==> src/rtl/core/pls_pkg.sv <==
// pls_pkg: shared types, codes and helpers for the piecewise linear pixel stretch
// no dependencies; imported by pls_cell, pls_slope, piecewise_linear_pixel_stretch and tb_top
package pls_pkg;

	localparam int MAX_PAIRS_DEF = 64;
	localparam int NUM_REGS      = 7;
	localparam int REG_W         = 35;
	localparam int VAL_W         = 32;
	localparam int DIV_STEPS     = 32;

	// register indexes
	localparam logic [2:0] REG_NULL  = 3'd0;
	localparam logic [2:0] REG_LIS   = 3'd1;
	localparam logic [2:0] REG_LRS   = 3'd2;
	localparam logic [2:0] REG_HIS   = 3'd3;
	localparam logic [2:0] REG_HRS   = 3'd4;
	localparam logic [2:0] REG_BELOW = 3'd5;
	localparam logic [2:0] REG_ABOVE = 3'd6;

	localparam logic [REG_W-1:0] RST_NULL  = 35'd4294967296;
	localparam logic [REG_W-1:0] RST_LIS   = 35'd8589934592;
	localparam logic [REG_W-1:0] RST_LRS   = 35'd12884901888;
	localparam logic [REG_W-1:0] RST_HIS   = 35'd17179869184;
	localparam logic [REG_W-1:0] RST_HRS   = 35'd21474836480;
	localparam logic [REG_W-1:0] RST_BELOW = 35'd12884901888;
	localparam logic [REG_W-1:0] RST_ABOVE = 35'd21474836480;

	localparam logic [2:0] CLS_VALID = 3'd0;
	localparam logic [2:0] CLS_LRS   = 3'd3;
	localparam logic [2:0] CLS_HRS   = 3'd5;

	typedef enum logic [1:0] {
		KIND_CLEAR  = 2'd0,
		KIND_APPEND = 2'd1,
		KIND_MAP    = 2'd2,
		KIND_NONE   = 2'd3
	} kind_t;

	typedef enum logic [1:0] {
		STAT_OK    = 2'd0,
		STAT_ORDER = 2'd1,
		STAT_FULL  = 2'd2,
		STAT_SAT   = 2'd3
	} status_t;

	typedef enum logic [1:0] {
		ST_IDLE,
		ST_SEARCH,
		ST_SLOPE
	} ctl_state_t;

	typedef enum logic [1:0] {
		SL_IDLE,
		SL_ADD,
		SL_DIV
	} slope_state_t;

	typedef struct packed {
		logic [1:0]              kind;
		logic [2:0]              in_class;
		logic signed [VAL_W-1:0] value;
		logic signed [VAL_W-1:0] pair_target;
	} req_t;

	typedef struct packed {
		logic [2:0]              out_class;
		logic signed [VAL_W-1:0] out_value;
		logic [1:0]              status;
	} rsp_t;

	// search token walking down the cell row
	typedef struct packed {
		logic                    valid;
		logic                    found;
		logic signed [VAL_W-1:0] v;
		logic signed [VAL_W-1:0] s_in;
		logic signed [VAL_W-1:0] s_out;
		logic signed [VAL_W-1:0] e_in;
		logic signed [VAL_W-1:0] e_out;
	} tok_t;

	function automatic logic [2:0] norm_class(input logic [2:0] c);
		logic [2:0] r;
		r = (c > CLS_HRS) ? CLS_LRS : c;
		return r;
	endfunction

endpackage

==> src/rtl/core/pls_slope.sv <==
// pls_slope: 32x32 product plus half divisor, then restoring division one bit a cycle
// depends on pls_pkg
module pls_slope (
	input  logic        clk,
	input  logic        arst_n,
	input  logic        go,
	input  logic [31:0] ady,
	input  logic [31:0] at,
	input  logic [31:0] dx,
	output logic        done,
	output logic [31:0] quo
);
	import pls_pkg::*;

	slope_state_t state_q, state_d;
	logic [63:0]  prod_q;
	logic [31:0]  dx_q;
	logic [31:0]  rem_q;
	logic [31:0]  low_q;
	logic [4:0]   cnt_q;
	logic         done_q;
	logic [64:0]  num;
	logic [32:0]  trial;
	logic         qbit;
	logic [32:0]  diff;

	assign num   = {1'b0, prod_q} + {33'd0, 1'b0, dx_q[31:1]};
	assign trial = {rem_q, low_q[31]};
	assign qbit  = (trial >= {1'b0, dx_q});
	assign diff  = trial - {1'b0, dx_q};

	always_comb begin
		state_d = state_q;
		unique case (state_q)
			SL_IDLE: if (go) state_d = SL_ADD;
			SL_ADD:  state_d = SL_DIV;
			SL_DIV:  if (cnt_q == 5'(DIV_STEPS - 1)) state_d = SL_IDLE;
			default: state_d = SL_IDLE;
		endcase
	end

	always_ff @(posedge clk or negedge arst_n) begin
		if (!arst_n) begin
			state_q <= SL_IDLE;
			cnt_q   <= '0;
			done_q  <= 1'b0;
		end else begin
			state_q <= state_d;
			done_q  <= (state_q == SL_DIV) && (cnt_q == 5'(DIV_STEPS - 1));
			if (state_q == SL_DIV) cnt_q <= cnt_q + 5'd1;
			else cnt_q <= '0;
		end
	end

	always_ff @(posedge clk) begin
		unique case (state_q)
			SL_IDLE: begin
				prod_q <= ady * at;
				dx_q   <= dx;
			end
			// numerator high part is below the divisor, so the quotient fits 32 bits
			SL_ADD: begin
				rem_q <= num[63:32];
				low_q <= num[31:0];
			end
			SL_DIV: begin
				rem_q <= qbit ? diff[31:0] : trial[31:0];
				low_q <= {low_q[30:0], qbit};
			end
			default: begin
				rem_q <= rem_q;
			end
		endcase
	end

	assign done = done_q;
	assign quo  = low_q;

endmodule

==> config.mk <==
export PLATFORM = sky130hd
export DESIGN_NAME = pls_slope
export DESIGN_NICKNAME = d
export VERILOG_FILES = /design/src/rtl/core/pls_pkg.sv /design/src/rtl/core/pls_slope.sv
export SDC_FILE = /design/constraint.sdc
export NUM_CORES = 2
export LEC_CHECK = 0
export BUFFER_PORTS_ARGS = -buffer_cell sky130_fd_sc_hd__buf_4
export CAP_MARGIN = 0
export CORE_ASPECT_RATIO = 1.75
export CORE_UTILIZATION = 55
export DETAILED_ROUTE_END_ITERATION = 7
export PLACE_DENSITY = 0.76
export RECOVER_POWER = 100
export SLEW_MARGIN = 10
export SYNTH_ARGS = -nofsm -noshare
export SYNTH_HDL_FRONTEND = slang
export SYNTH_SLANG_ARGS = --single-unit
export TNS_END_PERCENT = 1
==> constraint.sdc <==
create_clock -name clk -period 7.1 [get_ports clk]
set_input_delay 0.355 -clock clk [delete_from_list [all_inputs] [get_ports clk]]
set_output_delay 0.355 -clock clk [all_outputs]
set_load 0.01 [all_outputs]
# After elaboration in Yosys (flattened, before gate mapping)
# Cells that the tools add are included.
# totals
register_bits	168
inputBits	99
out_inout_bits	33
wordCells	28
# op_classes
addsub	3
mul	1
order_cmp	1
eq_ne	5
mux	7
n_reduce_logical	4
# ops
op	count
one-hot mux 32 bit (2 select lines)	2
adder 64 x 31 -> 64 bit	1
multiplier 32 x 32 -> 64 bit	1
greater-or-equal comparator 33 x 32 -> 1 bit	1
2-to-1 mux 32 bit	1
subtractor 32 bit	1
one-hot mux 2 bit (3 select lines)	1
adder 5 x 1 -> 5 bit, second input constant	1
== test 5 bit, second input constant	1
2-to-1 mux 5 bit	1
2-to-1 mux 2 bit	2
== test 2 x 1 -> 1 bit, second input constant	1
== test 2 bit, second input constant	1
zero test 2 bit	1
inequality test 2 x 1 -> 1 bit, second input constant	1
inequality test 2 bit, second input constant	1
AND reduction 2 bit	1
nonzero test 2 bit	1
logical AND 1 bit	1

# Depth between registers and ports, before layout
# depth
word_depth	3
mapped_depth	29
mapped_depth_nobuf	27

# Worst setup path before layout
# OpenSTA, ideal clock, no wires.
# synth_path
path_type	input -> register
start	input ady[30]
end	register prod_q[62] (data pin)
t_arrival_ps	6869
t_required_ps	6840
slack_ps	-29
path_stages	26
path_buffers	1
path_cell_list	clkbuf_1 nand2_1 fa_1 inv_1 fa_1 fa_1 inv_1 fa_1 inv_1 fa_1 fa_1 fa_1 inv_1 fa_1 inv_1 ha_1 a21oi_1 o21ai_0 a32oi_1 a21oi_1 a311oi_1 a21bo_2 a31oi_2 o21ai_1 a221oi_2 xnor2_1
# synth_between
elab_chain_cells	1
# synth_rtl
element	line	rtl
from (decl)	pls_slope.sv:7	input logic [31:0] ady,
multiplier 32 x 32 -> 64 bit	pls_slope.sv:58	prod_q <= ady * at;
to (signal assigned)	pls_slope.sv:58	
to (decl)	pls_slope.sv:16	logic [63:0] prod_q;
# No other way between the ends.
# A chain may end at the register's enable or synchronous reset.

# Worst setup path in the final report
# layout_path
start	input ady[16]
end	register prod_q[57] (data pin)
# Same word-level chain as after synthesis.

==> results.sh <==
export IMPL_status="complete, but fails checks"
export IMPL_violations="max-capacitance violations, max-slew violations"
export IMPL_hold_class="in -> reg"
export IMPL_synth_cells=4624
export IMPL_fillerInstances=6521
export IMPL_cp_required_ns=7.29
export IMPL_syn_area_sq_um=43300
export IMPL_seq_area_sq_um=5000
export IMPL_synth_area_leaders="fa_1 42%, edfxtp_1 11%, ha_1 9.6%, and2_1 8.8%, inv_1 8.1%"
export IMPL_overflow=0
export IMPL_seq_area_frac_synth_pct=11.6
export IMPL_tightest_slew_ns=3.95
export IMPL_start_kind="input port"
export IMPL_finalCriticalPeriod_ns=7.05
export IMPL_crit_path_top_delay_cell="fa_1"
export IMPL_maxSlewHeadroom_pct=-163
export IMPL_worst_path_buf_inv=8
export IMPL_port_buffers=131
export IMPL_clock_sinks=168
export IMPL_finalHoldViolations=0
export IMPL_cp_startpoint="ady[16]"
export IMPL_cts_buffers=17
export IMPL_core_sq_um=77700
export IMPL_vias_per_cell=5.65
export IMPL_synth_top_area_share_pct=41.5
export IMPL_grt_max_degree=96
export IMPL_dp_hpwl_um=104000
export IMPL_final_area_sq_um=48300
export IMPL_max_stage_delay_ns=0.57
export IMPL_ys_async_sr_fraction_pct=4.76
export IMPL_path_class="in -> reg"
export IMPL_grt_use_total_pct=31.6
export IMPL_initial_core_util_pct=55.8
export IMPL_final_layout_size_suffix_gt1_share_pct=11.4
export IMPL_synth_area_per_cell_sq_um=9.37
export IMPL_drtPass1Iterations=6
export IMPL_clock_latency_ns=0.45
export IMPL_num_io_pins=132
export IMPL_wirelength_um=123000
export IMPL_setup_slack_ns=0.0529
export IMPL_htree_levels=4
export IMPL_ys_warn_count=0
export IMPL_core_rowCount=135
export IMPL_rr_worst_depth=7
export IMPL_synth_area_leader_cell="fa_1"
export IMPL_cts_root_buffer="clkbuf_16"
export IMPL_cts_tree="built"
export IMPL_dieArea_sq_um=79900
export IMPL_die_height_um=373
export IMPL_antenna_left=0
export IMPL_post_drt_wl_per_cell_um=20.8
export IMPL_clock_path_buffers=2
export IMPL_cp_max_fo=9
export IMPL_nets=6196
export IMPL_ys_ff_latch=168
export IMPL_drc=0
export IMPL_crit_family="adder cells"
export IMPL_syn_num_nets=5953
export IMPL_ys_flop_type="edfxtp_1"
export IMPL_dp_slack_ns=-0.621
export IMPL_chipWidth_um=214
export IMPL_multi_input_area_sq_um=34300
export IMPL_worstReg2RegStart="state_q[0]"
export IMPL_slew_viol_final=297
export IMPL_rsz0062_at_grt="yes"
export IMPL_synthToLayoutAreaGrowth_pct=11.5
export IMPL_fin_crit_sh_pct=99.3
export IMPL_worst_clock_skew_ns=0.0120
export IMPL_grt_pass1_vias=36500
export IMPL_vias=33400
export IMPL_ys_types=82
export IMPL_grt_pass1_wl_um=193000
export IMPL_place_area_sq_um=47300
export IMPL_crit_top_cell="fa_1"
export IMPL_cp_endpoint="prod_q[57]"
export IMPL_worstPathArrival_ns=7.24
export IMPL_drv_cap=5
export IMPL_antenna_found_initial=3
export IMPL_rrSetupSlack_ns=1.58
export IMPL_first_iter_violations=2091
export IMPL_gp_congestion=1.01
export IMPL_clkTransAtPathRegs_ns=0.07
export IMPL_max_freq_mhz=142
export IMPL_cp_depth=27
export IMPL_worst_setup_path_end_kind="flop"
export IMPL_synth_edf_count=160
export IMPL_reg2reg_to="state_q[1]"
export IMPL_setup_viol=0
==> sequential cells by signal, indices dropped and copies added (netlist names) <==
signal,flops
quo,32
dx_q,32
done,1
rem_q,32
cnt_q,5
prod_q,64
state_q,2
==> placed cells by master, fill, tap and decap left out, types with 29 or more instances in the layout <==
cell / count
xor2_1: 60
fa_1: 879
inv_1: 927
nand3_1: 41
and2_1: 594
a21oi_1: 139
clkbuf_4: 29
edfxtp_1: 160
clkbuf_1: 45
buf_4: 361
a21o_1: 53
ha_1: 320
nand2_1: 550
xnor2_1: 81
nor2_1: 66
nand4_1: 39
o21ai_0: 90
==> synthesized netlist by cell type (15+ instances only) <==
cell type	instances
nand2_1	551
xor2_1	60
a21o_1	53
o21ai_0	92
nor3_1	23
fa_1	898
inv_1	931
nand4_1	39
xnor2_1	81
edfxtp_1	160
nor2_1	69
o21bai_1	29
nand3_1	43
o211ai_1	19
a21oi_1	150
and3_1	25
a211oi_1	16
a31oi_1	15
and2_1	608
ha_1	332
clkbuf_1	225
==> area by class of cell <==
type | count | share of cell area, %
Clock buffer | 17 | 0.881
Clock inverter | 15 | 0.386
Multi-Input combinational cell | 3276 | 71.0
Tap cell | 1027 | 2.66
Timing Repair Buffer | 471 | 7.48
Antenna cell | 2 | 0.0104
Inverter | 933 | 7.25
Sequential cell | 168 | 10.4
==> routing by layer <==
metal	vias to the layer above	GRT usage [%]	part of all wire, %
met5	-	0	0.011
li1	14600	-	-
met3	561	4.62	5.9
met4	2	25.6	9.6
met2	1372	56.6	52
met1	16800	32.6	32
==> logic make-up after synthesis <==
kind of cell | count (synthesis) | synth area share, %
compound gates | 479 | 7.16
buf+inv | 1180 | 10.3
flops | 168 | 11.6
simple gates | 1411 | 16.7
fa+ha+maj | 1230 | 51.1
xor+xnor | 141 | 2.85
mux | 15 | 0.367
==> worst register-to-register path, cell delays in order (launching register included) <==
cell and delay (ns):
dfrtp_1 0.40, inv_1 0.12, ha_1 0.15, clkbuf_1 2.75, clkinv_1 0.33, clkbuf_1 0.79, o22ai_1 0.49, mux2_2 0.37
==> stage by stage <==
stage                     TNS (ns)  util [%]  hold WS, ns  instances
after floorplan                  0         -       0.0594       4624
after global placement       -8.22      60.9        0.181       5871
after detailed placement    -11.20      60.9        0.184       5871
after CTS                 -0.00420      61.9       0.0743       5905
after global routing        -0.940      62.1       0.0946       5908
final                            0      62.1        0.101       5909
==> worst min-delay path by stage <==
stage | startpoint | endpoint | slack [ns] | cells after the start
after floorplan | arst_n | cnt_q[0] | 0.06 | 0
after global placement | arst_n | state_q[0] | 0.18 | 1
after detailed placement | arst_n | state_q[0] | 0.18 | 1
after CTS | dx[0] | dx_q[0] | 0.07 | 1
after global routing | dx[12] | dx_q[12] | 0.09 | 1
final | dx[0] | dx_q[0] | 0.10 | 1
==> timing repair <==
item	in CTS	in global routing
gates cloned	0	0
pin swaps	18	64
resized for setup	31	79
hold endpoints to repair	8	0
hold buffers	1	0
endpoints found under the setup margin	12	20
setup buffers	1	2
Power is not shown: default switching activity piles up to over one toggle a cycle in this logic, so the estimate is an artifact.
